### config.mk
export PLATFORM = sky130hd
export DESIGN_NAME = c2p_back
export DESIGN_NICKNAME = d
export VERILOG_FILES = /design/src/rtl/c2p_pkg.sv /design/src/rtl/c2p_back.sv
export SDC_FILE = /design/constraint.sdc
export NUM_CORES = 1
export LEC_CHECK = 0
export ABC_CLOCK_PERIOD_IN_PS = 4600
export BUFFER_PORTS_ARGS = -buffer_cell sky130_fd_sc_hd__clkbuf_2
export CAP_MARGIN = 20
export CORE_MARGIN = 4
export CORE_UTILIZATION = 39
export DETAILED_ROUTE_END_ITERATION = 6
export MAX_ROUTING_LAYER = met4
export PLACE_DENSITY = 0.8
export SYNTH_ARGS = -nofsm -noshare
export SYNTH_HDL_FRONTEND = slang
export SYNTH_SLANG_ARGS = --single-unit
export TNS_END_PERCENT = 100
### constraint.sdc
create_clock -name clock -period 4.6 [get_ports clock]
set_input_delay 0.69 -clock clock [delete_from_list [all_inputs] [get_ports clock]]
set_output_delay 0.69 -clock clock [all_outputs]
set_load 0.01 [all_outputs]
### src/rtl/c2p_pkg.sv
// Shared constants, types and helpers for the chunky-to-planar VRAM writer.
package c2p_pkg;

   // Frame and table geometry
   localparam int FRAME_WIDTH    = 320;
   localparam int FRAME_HEIGHT   = 200;
   localparam int PALETTE_COUNT  = 14;
   localparam int TABLE_DEPTH    = PALETTE_COUNT * 256;
   localparam int TABLE_AW       = $clog2(TABLE_DEPTH);
   localparam int GROUPS_PER_ROW = FRAME_WIDTH / 8;
   localparam int COL_W          = (GROUPS_PER_ROW > 1) ? $clog2(GROUPS_PER_ROW) : 1;
   localparam int ROW_QUADS      = (FRAME_HEIGHT + 3) / 4;
   localparam int RQ_W           = (ROW_QUADS > 1) ? $clog2(ROW_QUADS) : 1;
   localparam int LAST_COL       = GROUPS_PER_ROW - 1;
   localparam int LAST_RQ        = (FRAME_HEIGHT - 1) / 4;
   localparam int LAST_RM        = (FRAME_HEIGHT - 1) % 4;

   // Interleaved address: pitch * (row/4 + 18) + column + 25 + bank * row%4
   localparam int ROW_PITCH      = 90;
   localparam int BASE_OFFSET    = ROW_PITCH * 18 + 25;
   localparam int BANK_SHIFT     = 13;
   localparam int SUM_W          = 17;

   // Field widths
   localparam int VRAM_AW        = 15;
   localparam int PAL_W          = 4;
   localparam int PIX_W          = 8;
   localparam int COLOR_W        = 4;
   localparam int IDX_W          = 12;
   localparam int REQ_DATA_W     = 24;
   localparam int RSP_DATA_W     = 24;

   // Input kinds and plane codes
   localparam logic FUNC_LOAD  = 1'b0;
   localparam logic FUNC_PIXEL = 1'b1;
   localparam logic [1:0] PLANE_FIRST = 2'd0;
   localparam logic [1:0] PLANE_LAST  = 2'd3;
   localparam logic [2:0] SLOT_LAST   = 3'd7;

   // Group queue
   localparam int Q_DEPTH = 4;
   localparam int Q_AW    = $clog2(Q_DEPTH);
   localparam int Q_CW    = $clog2(Q_DEPTH + 1);

   typedef logic [7:0][COLOR_W-1:0] colors_type;

   typedef struct packed {
      colors_type              colors;
      logic [VRAM_AW-1:0]      vram_address;
   } group_type;

   typedef struct packed {
      logic            valid;
      logic [Q_CW-1:0] count;
   } q_status_type;

   // One plane of a group: pixel k lands in bit 7-k
   function automatic logic [7:0] plane_bits(colors_type c, logic [1:0] p);
      logic [7:0] b;
      b = '0;
      for (int k = 0; k < 8; k++) begin
         b[3'(7 - k)] = c[k][p];
      end
      return b;
   endfunction

endpackage

### src/rtl/c2p_back.sv
// Back end: turns each queued group into four plane writes behind an output register.
module c2p_back (
   input  logic                           clock,
   input  logic                           reset,
   input  c2p_pkg::group_type             q_head,
   input  c2p_pkg::q_status_type          q_status,
   output logic                           q_pop,
   output logic                           rsp_tvalid,
   input  logic                           rsp_tready,
   output logic [c2p_pkg::RSP_DATA_W-1:0] rsp_tdata,
   output logic [1:0]                     rsp_tuser,
   output logic                           rsp_tlast
);

   logic [1:0]                  plane_ff, plane_in;
   logic                        valid_ff, valid_in;
   logic [1:0]                  sel_ff, sel_in;
   logic [c2p_pkg::VRAM_AW-1:0] addr_ff, addr_in;
   logic [7:0]                  byte_ff, byte_in;
   logic                        last_ff, last_in;
   logic                        load;

   // Output register takes a new word when empty or being drained
   assign load  = !valid_ff || rsp_tready;
   assign q_pop = load && q_status.valid && (plane_ff == c2p_pkg::PLANE_LAST);

   always_comb begin
      plane_in = plane_ff;
      valid_in = valid_ff;
      sel_in   = sel_ff;
      addr_in  = addr_ff;
      byte_in  = byte_ff;
      last_in  = last_ff;
      if (load) begin
         valid_in = q_status.valid;
         if (q_status.valid) begin
            sel_in   = plane_ff;
            addr_in  = q_head.vram_address;
            byte_in  = c2p_pkg::plane_bits(q_head.colors, plane_ff);
            last_in  = plane_ff == c2p_pkg::PLANE_LAST;
            plane_in = 2'(plane_ff + 2'd1);
         end
      end
   end

   always_ff @(posedge clock) begin
      if (reset) begin
         plane_ff <= c2p_pkg::PLANE_FIRST;
         valid_ff <= 1'b0;
      end else begin
         plane_ff <= plane_in;
         valid_ff <= valid_in;
      end
      sel_ff  <= sel_in;
      addr_ff <= addr_in;
      byte_ff <= byte_in;
      last_ff <= last_in;
   end

   assign rsp_tvalid = valid_ff;
   assign rsp_tdata  = {1'b0, byte_ff, addr_ff};
   assign rsp_tuser  = sel_ff;
   assign rsp_tlast  = last_ff;

endmodule

# Yosys cells after proc, flatten, opt, wreduce, memory -nomap -nowiden
# Cells that the tools add are included.
# word_totals
out_inout_bits	29
reg_bits	25
word_cells	22
input_bits	54
# op_classes
n_lt_le_gt_ge	1
n_mux	8
n_eq_ne	1
reduce_logical	5
add_sub_neg	1
# ops
op	n
$bmux 1 s2	4
$mux 1	4
$lt 2x3->1 const B	1
$add 2x1->2 const B	1
$eq 2x2->1 const B	1
$logic_and 1x1->1	2
$reduce_and 2->1	1
$logic_not 1->1	1
$logic_or 1x1->1	1

# Longest topological paths before layout
# depth
word_depth	4
mapped_depth	3
mapped_depth_nobuf	3

# Worst setup path before layout
# Ideal clock, no wire load.
# synth_timing
path_type	input -> output
from	in rsp_tready
to	out q_pop
path_buffers	0
setup_slack_ns	2.187
required_ns	3.910
stages	3
arrival_ns	1.723
path_cell_list	inv_2 a21boi_2 and2_1
# synth_between
elab_chain_len	3
# synth_rtl
item	line	text
start, declared	c2p_back.sv:9	input logic rsp_tready,
$logic_or 1x1->1	c2p_back.sv:24	assign load = !valid_ff || rsp_tready;
$logic_and 1x1->1 (2 in a row)	c2p_back.sv:25	assign q_pop = load && q_status.valid && (plane_ff == c2p_pkg::PLANE_LAST);
end, declared	c2p_back.sv:7	output logic q_pop,
# Every way passes these cells.

# Final worst setup path
# Ends and elaborated chain as after synthesis.

==> qor.yml <==
worst_setup_path:
  critical_path_class: "in -> out"
  r2r-end: "byte_ff[3]$_DFFE_PP_"
  cp.required_ns: 3.91
  reg2reg_depth: 1
  endpoint: "q_pop"
  rr_startpoint: "plane_ff[0]$_SDFFE_PP0P_"
  arrival_ns: 1.54
  cp_max_fo: 25
  end_kind: "output port"
  startpoint: "rsp_tready"
  critPathLaunchType: "input pin"
  rrSetupSlack_ns: 3.23
die:
  fp.dieW_um: 57.3
  die_h_um: 57.3
  start_util: 0.421
  rows: 17
  io_pins: 83
  design.die.area_sq_um: 3290
  core_sq_um: 2250
drt:
  vias_per_cell: 4.56
  dr.pass1.iters: 1
  wire_per_inst_um: 14.2
  drc: 0
  num_vias: 625
  ant_nets: 0
  finalWirelength_um: 1940
  drtIter0Drc: 0
synth:
  ys_seq_area_frac: 0.759
  synthArstFlopShare: 0
  synthDistinctLibCells: 16
  syn_area_sq_um: 950
  yosysTopAreaCell: "edfxtp_1"
  yosysTopAreaCellShare: 0.696
  ys_top_cells_by_count: "edfxtp_1 (22), buf_4 (5), mux4_2 (4)"
  netlist_instances: 48
  postSynthAreaPerCell_sq_um: 19.8
  synth_flop_cell: "edfxtp_1"
  synth_area_leaders: "edfxtp_1 (70%), mux4_2 (9.5%), dfxtp_1 (6.3%)"
  synth-seq-cells: 25
  synth-edff-count: 22
  synth.most_common_cell: "edfxtp_1"
  synth_warnings: 0
flow_run:
  maxCapViolCount: 0
sta:
  rsz0062_at_grt: "no"
  finalClockSkew_ns: 0.00511
  drv_slew: 0
  period_share: 0.485
  fin_crit_ns: 2.23
  fmax_ghz: 0.448
  fin_ws_ns: 2.37
  setup_viol: 0
  hold_viol: 0
  fin_setup_tns_ns: 0
power_and_ir_drop:
  irDropWorstVdd_v: 0.000139
  p_leak_nw: 0.581
  p_total_mw: 0.422
  cellPowerDensity_nw_per_um2: 331
placed_design:
  portBuffers: 58
  dpl-instance-area_sq_um: 1250
  place_ws_ns: 2.36
  place_congestion: 0.703
cts:
  cts_hold_buf: 0
  clkTransAtPathRegs_ns: 0.12
  cts_tree: "built"
  insertion_delay_ns: 0.30
  cts_sinks: 25
  htree_levels: 1
  clockBufferDepth: 2
  ctsResizeCount: 0
  cts_buffers: 3
  ctsRootBufferMaster: "clkbuf_4"
  cts_setup_buffers: 0
grt:
  grt_usage: 0.127
  grt_overflow: 0
  grt_pass1_vias: 618
  grt_antenna_before_repair: 0
  grt_pass1_wl_um: 2980
  grt_max_degree: 26
final_layout:
  antenna_cells: 0
  nFillCells: 207
  stdcell_area_sq_um: 1270
  final_nets: 165
  area_growth_pct: 34.3
  drive_gt1_frac: 0.633
run_status:
  status: "finished clean"
worst_hold_path:
  hold_path_class: "in -> reg"
==> critical path, cell delays in order <==
cell,delay [ns]
clkbuf_2,0.08
inv_2,0.03
a21boi_2,0.13
buf_4,0.30
and2_1,0.17
clkbuf_2,0.13
==> cell usage in the layout (no fill, tap or decap), types with 2 or more instances in the layout <==
master    instances
clkbuf_2         58
edfxtp_1         22
conb_1            5
mux4_2            4
clkbuf_4          3
dfxtp_1           3
nor2_1            2
nand2b_1          2
==> through the flow <==
stage / hold slack, ns / std cells / utilization
5_1_grt: 0.537 / 137 / 0.565
2_1_floorplan: 0.459 / 52 / -
3_5_place_dp: 0.533 / 133 / 0.554
6_report: 0.555 / 137 / 0.565
4_1_cts: 0.542 / 137 / 0.565
3_3_place_gp: 0.504 / 133 / 0.554
==> metal layers <==
metal	vias up	track usage	wire (um)	share of wire
met3	2	0.0294	250	0.13
met4	0	0.0795	27	0.014
met2	48	0.182	852	0.44
met1	283	0.161	809	0.42
li1	292	-	-	-
met5	-	-	0	0
==> final cells by class <==
| cell class | instances | area [sq um] | area share |
|---|---|---|---|
| flip-flops and latches | 25 | 721 | 0.565 |
| repair buffers | 59 | 298 | 0.234 |
| multi-input cells | 20 | 191 | 0.150 |
| well taps | 28 | 35.0 | 0.0275 |
| clock buffers | 4 | 26.3 | 0.0206 |
| inverters | 1 | 3.75 | 0.00294 |
==> logic make-up after synthesis <==
logic type                 share of synthesized area
other                                        0.00395
and+or+nand+nor                               0.0343
buffers and inverters                         0.0553
AOI/OAI and AO/OA                             0.0171
adders and majority gates                     0.0132
muxes                                          0.117
DFF                                            0.759
==> worst min-delay path by stage <==
stage                                  start  slack (ns)                       to  cells past startpoint
floorplan           plane_ff[0]$_SDFFE_PP0P_        0.46   rsp_tuser[0]$_DFFE_PP_                      0
detailed placement   rsp_tvalid$_SDFFE_PP0P_        0.53  rsp_tvalid$_SDFFE_PP0P_                      2
finish                             q_head[6]        0.55     addr_ff[6]$_DFFE_PP_                      1
global route                       q_head[4]        0.54     addr_ff[4]$_DFFE_PP_                      1
global placement     rsp_tvalid$_SDFFE_PP0P_        0.50  rsp_tvalid$_SDFFE_PP0P_                      2
CTS                               q_head[13]        0.54    addr_ff[13]$_DFFE_PP_                      1
==> state kept, by name, indices dropped and copies added, names as in the netlist <==
| name | flops |
|---|---|
| addr_ff | 15 |
| byte_ff | 4 |
| plane_ff | 2 |
| rsp_tuser | 2 |
| rsp_tlast | 1 |
| rsp_tvalid | 1 |
==> power by group <==
group | internal, mW | switching, mW | total (mW)
clock | 0.0338 | 0.0568 | 0.0906
sequential | 0.266 | 0.00818 | 0.274
combinational | 0.0307 | 0.0273 | 0.0579
(Power assumes the default switching activity.)
