`src/rtl/c2p_pkg.sv`:
```
// Shared constants, types and helpers for the chunky-to-planar VRAM writer.
package c2p_pkg;

   // Frame and table geometry
   localparam int FRAME_WIDTH    = 320;
   localparam int FRAME_HEIGHT   = 200;
   localparam int PALETTE_COUNT  = 14;
   localparam int TABLE_DEPTH    = PALETTE_COUNT * 256;
   localparam int TABLE_AW       = $clog2(TABLE_DEPTH);
   localparam int GROUPS_PER_ROW = FRAME_WIDTH / 8;
   localparam int COL_W          = (GROUPS_PER_ROW > 1) ? $clog2(GROUPS_PER_ROW) : 1;
   localparam int ROW_QUADS      = (FRAME_HEIGHT + 3) / 4;
   localparam int RQ_W           = (ROW_QUADS > 1) ? $clog2(ROW_QUADS) : 1;
   localparam int LAST_COL       = GROUPS_PER_ROW - 1;
   localparam int LAST_RQ        = (FRAME_HEIGHT - 1) / 4;
   localparam int LAST_RM        = (FRAME_HEIGHT - 1) % 4;

   // Interleaved address: pitch * (row/4 + 18) + column + 25 + bank * row%4
   localparam int ROW_PITCH      = 90;
   localparam int BASE_OFFSET    = ROW_PITCH * 18 + 25;
   localparam int BANK_SHIFT     = 13;
   localparam int SUM_W          = 17;

   // Field widths
   localparam int VRAM_AW        = 15;
   localparam int PAL_W          = 4;
   localparam int PIX_W          = 8;
   localparam int COLOR_W        = 4;
   localparam int IDX_W          = 12;
   localparam int REQ_DATA_W     = 24;
   localparam int RSP_DATA_W     = 24;

   // Input kinds and plane codes
   localparam logic FUNC_LOAD  = 1'b0;
   localparam logic FUNC_PIXEL = 1'b1;
   localparam logic [1:0] PLANE_FIRST = 2'd0;
   localparam logic [1:0] PLANE_LAST  = 2'd3;
   localparam logic [2:0] SLOT_LAST   = 3'd7;

   // Group queue
   localparam int Q_DEPTH = 4;
   localparam int Q_AW    = $clog2(Q_DEPTH);
   localparam int Q_CW    = $clog2(Q_DEPTH + 1);

   typedef logic [7:0][COLOR_W-1:0] colors_type;

   typedef struct packed {
      colors_type              colors;
      logic [VRAM_AW-1:0]      vram_address;
   } group_type;

   typedef struct packed {
      logic            valid;
      logic [Q_CW-1:0] count;
   } q_status_type;

   // One plane of a group: pixel k lands in bit 7-k
   function automatic logic [7:0] plane_bits(colors_type c, logic [1:0] p);
      logic [7:0] b;
      b = '0;
      for (int k = 0; k < 8; k++) begin
         b[3'(7 - k)] = c[k][p];
      end
      return b;
   endfunction

endpackage

```
`src/rtl/c2p_queue.sv`:
```
// Short queue of finished pixel groups between the front and back ends.
module c2p_queue (
   input  logic                  clock,
   input  logic                  reset,
   input  logic                  push,
   input  c2p_pkg::group_type    push_data,
   input  logic                  pop,
   output c2p_pkg::group_type    head,
   output c2p_pkg::q_status_type status
);

   c2p_pkg::group_type           entry_ff [c2p_pkg::Q_DEPTH];
   logic [c2p_pkg::Q_AW-1:0]     wr_ptr_ff, wr_ptr_in;
   logic [c2p_pkg::Q_AW-1:0]     rd_ptr_ff, rd_ptr_in;
   logic [c2p_pkg::Q_CW-1:0]     count_ff, count_in;
   logic                         do_push, do_pop;

   assign do_pop  = pop && (count_ff != '0);
   assign do_push = push && ((32'(count_ff) < c2p_pkg::Q_DEPTH) || do_pop);

   // Pointer and fill count
   always_comb begin
      wr_ptr_in = do_push ? c2p_pkg::Q_AW'(wr_ptr_ff + 1'b1) : wr_ptr_ff;
      rd_ptr_in = do_pop  ? c2p_pkg::Q_AW'(rd_ptr_ff + 1'b1) : rd_ptr_ff;
      count_in  = count_ff;
      if (do_push && !do_pop) begin
         count_in = c2p_pkg::Q_CW'(count_ff + 1'b1);
      end else if (do_pop && !do_push) begin
         count_in = c2p_pkg::Q_CW'(count_ff - 1'b1);
      end
   end

   always_ff @(posedge clock) begin
      if (reset) begin
         wr_ptr_ff <= '0;
         rd_ptr_ff <= '0;
         count_ff  <= '0;
      end else begin
         wr_ptr_ff <= wr_ptr_in;
         rd_ptr_ff <= rd_ptr_in;
         count_ff  <= count_in;
      end
      if (do_push) begin
         entry_ff[wr_ptr_ff] <= push_data;
      end
   end

   assign head         = entry_ff[rd_ptr_ff];
   assign status.valid = count_ff != '0;
   assign status.count = count_ff;

endmodule

```
`config.mk`:
```
export PLATFORM = sky130hd
export DESIGN_NAME = c2p_queue
export DESIGN_NICKNAME = d
export VERILOG_FILES = /design/src/rtl/c2p_pkg.sv /design/src/rtl/c2p_queue.sv
export SDC_FILE = /design/constraint.sdc
export NUM_CORES = 1
export LEC_CHECK = 0
export BUFFER_PORTS_ARGS = -buffer_cell sky130_fd_sc_hd__buf_2
export CAP_MARGIN = 10
export CORE_MARGIN = 3
export CORE_UTILIZATION = 35
export DETAILED_ROUTE_END_ITERATION = 6
export GPL_TIMING_DRIVEN = 0
export PLACE_DENSITY = 0.5
export SLEW_MARGIN = 20
export SYNTH_ARGS = -nofsm -noshare
export SYNTH_HDL_FRONTEND = slang
export SYNTH_SLANG_ARGS = --single-unit
```
`constraint.sdc`:
```
create_clock -name clock -period 2.6 [get_ports clock]
set_input_delay 0.52 -clock clock [delete_from_list [all_inputs] [get_ports clock]]
set_output_delay 0.52 -clock clock [all_outputs]
set_load 0.02 [all_outputs]
```
[Yosys cells after proc, flatten, opt, wreduce, memory -nomap -nowiden]
Memory sizes are Yosys's and may differ from the RTL's. A register that Yosys moved wholly into a read port is not among the register bits.
Index checks and enable logic that the tools add are counted.
W data, S select, Z words.
Storage, ports and cells
  flip-flop bits (word level): 7
  bits in latches: 0
  memory bits (writable): 188
  bits in read-only memories: 0
  logic and storage cells: 24
  memories kept: 1
Cells by class
  add/subtract/negate cells: 4
  multipliers: 0
  divide/modulo/power cells: 0
  order comparisons: 1
  equality and inequality tests: 0
  shift operators: 0
  mux-type cells: 6
  bitwise logic cells: 0
  reduce and logical (&&, ||, !) cells: 9
Memory list
  entry_ff: words 4, bits a word 47, rd ports 1, clocked after Yosys merged registers in 1, write ports 1, RTL line c2p_queue.sv:12  | c2p_pkg::group_type entry_ff [c2p_pkg::Q_DEPTH];
Operator list (count)
  $mux W3: 2
  $add A2 B1 Y2 const B: 2
  $logic_and A1 B1 Y1: 4
  $mux W2: 2
  $add A3 B1 Y3 const B: 1
  $lt A3 B3 Y1 const B: 1
  $reduce_bool A3 Y1: 1
  $sub A3 B1 Y3 const B: 1
  $logic_not A1 Y1: 2
  $mux W1: 2
  $reduce_bool A2 Y1: 1
  $logic_or A1 B1 Y1: 1

[Longest topological paths before layout]
Gate-level depths: netlist (run 1).
  depth in word-level cells: 8
  mapped depth: 8
  mapped depth without buffers: 8

[Least setup slack after synthesis (run 1)]
No wires, ideal clock.
  path kind: register to register
  start point: register count_ff[2] (netlist name)
  end point: memory entry_ff[0][0] (netlist name), enable pin
  arrival time: 1.919 ns
  required time: 2.191 ns
  slack: 0.272 ns
  stages on the path, launching flop included: 4
  buffers on the path: 0
  clock period less this slack: 2.328 ns
  path through: dfxtp_1 -> nor2b_1 -> nor2_1 -> and2_1
Between the ends
  cells in the longest elaborated chain, start to end: 6
Ends and longest elaborated chain
  start: declaration: RTL line c2p_queue.sv:15  | logic [c2p_pkg::Q_CW-1:0] count_ff, count_in;
  start signal: assignment: RTL line c2p_queue.sv:41  | count_ff <= count_in;
  parallel branches: the longest is 2 deep, another holds $lt A3 B3 Y1
  $logic_or A1 B1 Y1 (*): RTL line c2p_queue.sv:19  | assign do_push = push && ((32'(count_ff) < c2p_pkg::Q_DEPTH) || do_pop);
  $logic_and A1 B1 Y1 (*): RTL line c2p_queue.sv:19
  named net do_push: RTL line c2p_queue.sv:16  | logic do_push, do_pop;
  $mux W1 (*): RTL line c2p_queue.sv:43  | if (do_push) begin
  $mux W1 (not written as such) (*): RTL line c2p_queue.sv:44  | entry_ff[wr_ptr_ff] <= push_data;
  end: declaration: RTL line c2p_queue.sv:12
Mark *: on every way through the listed nets, which the timed path passes.

==> impl_metrics.yaml, run 1 <==
status:
  status: "completed"
logic_synthesis:
  synth_warnings: 0
  synth_nets: 350
  async_reset_ff_share_pct: 0
  ys.flop_type: "edfxtp_1"
  syn_inst: 293
  yosysMostFrequentCell: "edfxtp_1"
  yosysSeqAreaShare_pct: 80.2
  synth_top_area_share_pct: 77.8
  synth_edf_count: 188
  yosysTopAreaCell: "edfxtp_1"
  synth_area_per_cell_um2: 24.8
  synth.ff_latch_count: 197
  synthesis.area_mm2: 0.00726
  ys_top_cells_by_area: "edfxtp_1 78%, mux4_2 15%, dfxtp_1 2.5%"
  yosysUniqueCellTypes: 22
  synth_common_cells: "188 x edfxtp_1, 47 x mux4_2, 9 x dfxtp_1"
global_route:
  grt_start_max_net_pins: 43
  grt_use_total_pct: 12.3
  grt.overflow.total: 0
  grt_pass1_vias: 3537
  antenna_found_initial: 2
  grt_pass1_wl_mm: 19.9
placed_design:
  io_buffers: 100
  hpwl_mm: 8.00
  place_area_mm2: 0.00820
  gp_congestion: 0.745
sta:
  hold_viol_final: 0
  timing.final.crit_share_pct: 93.6
  clock.fmax_mhz: 411
  relSlewSlack_pct: 56.4
  slew_viol_final: 0
  finalCriticalPeriod_ns: 2.43
  setup_viol_count_final: 0
  worst_slew_pin_slew_ns: 0.653
  grt_setup_unrepaired: "false"
  fin_worst_skew_ns: 0.00874
cts:
  clk_latency_ns: 0.42
  cts_sinks: 197
  htree_levels: 4
  cts_tree: "built"
  cts-root-buf: "clkbuf_16"
  clkTransAtPathRegs_ns: 0.07
  clock_path_buffers: 2
  ctsResizeCount: 0
  cts_setup_buffers: 0
  cts_hold_buf: 0
  cts_made_buffers: 17
layout:
  drive_above_1_share_pct: 45.5
  regArea_mm2: 0.00583
  areaGrowthSynthToFinish_pct: 20.5
  final_cell_area_mm2: 0.00874
  utilization_pct: 43.1
  nets: 473
  multi_input_area_mm2: 0.00132
  n_fill_cell: 1787
route:
  top_layer: "met5"
  drtAntennaViolNets: 0
  via_count: 3320
  wl_per_cell_um: 18.8
  vias_per_cell: 4.74
  drt_wl_total_mm: 13.2
  wl_met1_mm: 5.64
  drtPass1Iterations: 5
  wl_met2_mm: 6.62
  wl_met3_um: 712
  drt_first_iter_violations: 205
  drc_errors: 0
setup_path:
  slowest_delay_ns: 0.38
  cp_max_fo: 10
  path_class: "flop to output pin"
  cp_cell_sequence: "buf_2 -> buf_2 -> mux4_2 -> buf_2"
  start_kind: "flop"
  crit_arrival_ns: 1.91
  cp-end-kind: "output pin"
  cp.required_ns: 2.08
  crit_slowest_cell: "mux4_2"
  r2r-start: "count_ff[2]"
  critPathMostFrequentCell: "buf_2"
run:
  max_cap_violations: 0
power:
  cellPowerDensity_mw_per_mm2: 959
  ir_drop_mv: 0.472
  p_leak_uw: 0.00293
hold_path:
  hold_start: "push_data[9]"
  hp-class: "input port to flop"
floorplan:
  rows: 52
  start_util_pct: 35.8
  die_y_um: 150
  io_pins: 102
  core_mm2: 0.0203
  die-area_mm2: 0.0225
  die_width_um: 150
where the power goes:
part           switching [µW]  internal (µW)
Combinational            1190            961
Sequential               86.0           3740
Clock                    1160           1250
per-stage QoR:
stage                     worst slack (ns)  hold WS (ns)  power [µW]  TNS, ns  std cells
after floorplan                      0.272         0.485        5420        0        293
after CTS                           0.0767         0.284        8550        0        699
after global placement              -0.997         0.515        6080  -185.50        663
after detailed placement             0.213         0.519        6130        0        667
after global routing                0.0220         0.283        8810        0        699
final                                0.167         0.308        8390        0        700
path summary, 6_finish.rpt:
path | endpoint | slack [ns] | cells past startpoint
max reg2reg | count_ff[2] | 0.39 | 8
min | entry_ff[2][9] | 0.31 | 1
min reg2reg | wr_ptr_ff[1] | 0.53 | 2
max | head[23] | 0.17 | 4
layer usage:
| metal | track usage [%] | vias up |
|---|---|---|
| met5 | 0 | - |
| met2 | 19.4 | 84 |
| met3 | 3.79 | 18 |
| met4 | 4.80 | 4 |
| met1 | 16.1 | 1728 |
| li1 | - | 1486 |
sequential cells by signal (all words and copies together), names as in the netlist, named ones only:
register and cells:
wr_ptr_ff 2, rd_ptr_ff 2, count_ff 3, entry_ff 188
placed cells by master, fill, tap and decap left out, drive strengths merged, types with 3 or more instances in the layout:
cell / netlist / final
clkinv: 0 / 6
o21ai: 3 / 3
and2: 4 / 4
or3: 3 / 3
inv: 4 / 9
ha: 5 / 5
a21oi: 3 / 3
buf: 9 / 113
clkinvlp: 0 / 4
clkbuf: 2 / 19
edfxtp: 188 / 188
mux4: 47 / 47
dfxtp: 9 / 9
nor2: 6 / 6
xor2: 4 / 4
logic make-up (layout without fill, tap and decap cells):
kind of cell | count (synthesis) | in the layout | synth area share, %
multiplexers | 48 | 48 | 14.7
AND/OR/NAND/NOR | 15 | 15 | 1.10
AO/OA/AOI/OAI | 8 | 8 | 0.638
buffers and inverters | 15 | 151 | 1.67
adder cells (fa/ha/maj) | 6 | 6 | 1.14
other | 0 | 1 | 0
XOR/XNOR | 4 | 4 | 0.483
flip-flops | 197 | 197 | 80.2
layout make-up:
type | count | share of cell area [%]
Clock buffer | 17 | 4.86
Buffer | 11 | 1.22
Sequential cell | 197 | 66.6
Clock inverter | 15 | 1.39
Multi-Input combinational cell | 81 | 15.1
Inverter | 4 | 0.172
Tap cell | 270 | 3.86
Antenna cell | 1 | 0.0286
Timing Repair Buffer | 104 | 6.72
worst max-delay path: cells and delay by family (launching register included):
kind | cells | cell delay (ns)
buf+inv | 3 | 0.78
mux | 1 | 0.38
flops | 1 | 0.33
Note: power is estimated with default switching activity, not from simulation.
==> run 2, diff against run 1 <==
--- a/config.mk
+++ b/config.mk
@@ -10,8 +10,7 @@
 export CORE_MARGIN = 3
 export CORE_UTILIZATION = 35
 export DETAILED_ROUTE_END_ITERATION = 6
-export GPL_TIMING_DRIVEN = 0
-export PLACE_DENSITY = 0.5
+export PLACE_DENSITY = 0.55
 export SLEW_MARGIN = 20
 export SYNTH_ARGS = -nofsm -noshare
 export SYNTH_HDL_FRONTEND = slang
==> run 2 against run 1 <==
Routed wire length decreased by 1.8%. Sequential cell count is the same. First-iteration DRC count decreased by 25%.
==> impl_metrics.yaml, run 2 (synthesis results as in run 1) <==
floorplan:
  io_pins: 102
  die_y_um: 150
  die_width_um: 150
  core_mm2: 0.0203
  start_util_pct: 35.8
  die-area_mm2: 0.0225
  rows: 52
route:
  wl_per_cell_um: 18.6
  drt_wl_total_mm: 12.9
  wl_met2_mm: 6.54
  top_layer: "met5"
  via_count: 3268
  drtAntennaViolNets: 0
  drt_first_iter_violations: 153
  wl_met1_mm: 5.40
  wl_met3_um: 785
  drc_errors: 0
  vias_per_cell: 4.70
  drtPass1Iterations: 4
global_route:
  grt_use_total_pct: 12.3
  grt.overflow.total: 0
  grt_pass1_vias: 3605
  grt_pass1_wl_mm: 20.2
  antenna_found_initial: 1
  grt_start_max_net_pins: 48
sta:
  worst_slew_pin_slew_ns: 0.484
  timing.final.crit_share_pct: 93.2
  worst_slack_ns: 0.177
  fin_hold_ws_ns: 0.308
  relSlewSlack_pct: 67.3
  clock.fmax_mhz: 413
  setup_viol_count_final: 0
  slew_viol_final: 0
  tns_ns: 0
  grt_setup_unrepaired: "false"
  finalCriticalPeriod_ns: 2.42
  hold_viol_final: 0
  fin_worst_skew_ns: 0.00960
power:
  p_sw_share_pct: 27.9
  p_int_uw: 6180
  seqPwrFrac_pct: 45.1
  p_leak_uw: 0.00294
  p_sw_uw: 2390
  cellPowerDensity_mw_per_mm2: 981
  power_frac_clock_pct: 31.2
  pwr-share-comb_pct: 23.8
  ir_drop_mv: 0.528
placed_design:
  dp.cells: 663
  hpwl_mm: 7.74
  io_buffers: 101
  dp_slack_ns: 0.258
  gp_congestion: 0.771
  place_area_mm2: 0.00813
layout:
  multi_input_area_mm2: 0.00132
  final_cell_area_mm2: 0.00874
  final_cell_mix: "188 x edfxtp_1, 101 x buf_2, 47 x mux4_2"
  nets: 469
  n_fill_cell: 1787
  layout.cells.non_filler: 695
  regArea_mm2: 0.00583
  top_register: "entry_ff"
  areaGrowthSynthToFinish_pct: 20.3
  reg_top3: "entry_ff (188), count_ff (3)"
  drive_above_1_share_pct: 45.9
  insertedDiodeCount: 0
  final_common_cell: "edfxtp_1"
  largest_register_ffs: 188
setup_path:
  slowest_delay_ns: 0.55
  path_class: "flop to output pin"
  start_kind: "flop"
  cp_max_fo: 24
  cp-end-kind: "output pin"
  cp.required_ns: 2.08
  crit_slowest_cell: "mux4_2"
  crit_arrival_ns: 1.90
  cp_cell_sequence: "buf_12 -> mux4_2 -> buf_2"
cts:
  cts_setup_buffers: 0
  ctsResizeCount: 0
  clock_path_buffers: 2
  clk_latency_ns: 0.42
  htree_levels: 4
  cts_hold_buf: 0
  cts_sinks: 197
  cts-root-buf: "clkbuf_16"
  cts_tree: "built"
  clkTransAtPathRegs_ns: 0.07
  cts_made_buffers: 17
status:
  status: "completed"
run:
  max_cap_violations: 0
hold_path:
  hp-class: "input port to flop"
[run 2: metrics by stage]
step           power (µW)  utilization [%]
3_5_place_dp         6040             40.1
6_report             8570             43.0
4_1_cts              8730             43.0
5_1_grt              9000             43.0
3_3_place_gp         6020             40.1
2_1_floorplan        5420                -
[run 2: final timing paths]
path,endpoint,from,slack [ns],cells after the start
max,head[2],flop,0.18,3
max reg2reg,count_ff[2],count_ff[0],0.43,7
min,entry_ff[0][32],push_data[32],0.31,1
min reg2reg,wr_ptr_ff[1],wr_ptr_ff[1],0.53,2
[run 2: metal layers]
layer  GRT usage, %  up-vias
met4           4.67        2
li1               -     1475
met1           15.3     1691
met5              0        -
met2           20.0       85
met3           4.27       15
[run 2: final cells by class]
cell class | count | share of cell area (%)
Inverter | 4 | 0.172
Multi-Input combinational cell | 81 | 15.1
Timing Repair Buffer | 111 | 7.22
Sequential cell | 197 | 66.7
Tap cell | 270 | 3.87
Clock inverter | 14 | 2.01
Clock buffer | 18 | 4.91
[run 2: power groups by stage]
stage	logic [µW]	registers (µW)	clock network (µW)
after floorplan	1510	3910	0
after global placement	2100	3920	0
after detailed placement	2110	3940	0
after CTS	2110	3870	2750
after global routing	2220	3890	2890
final	2040	3860	2670
[run 2: worst max-delay path, delay by kind of cell, from the launching register on]
family                 cells  cell delay, ns
buffers and inverters      2            0.44
flip-flops                 1            0.47
multiplexers               1            0.55
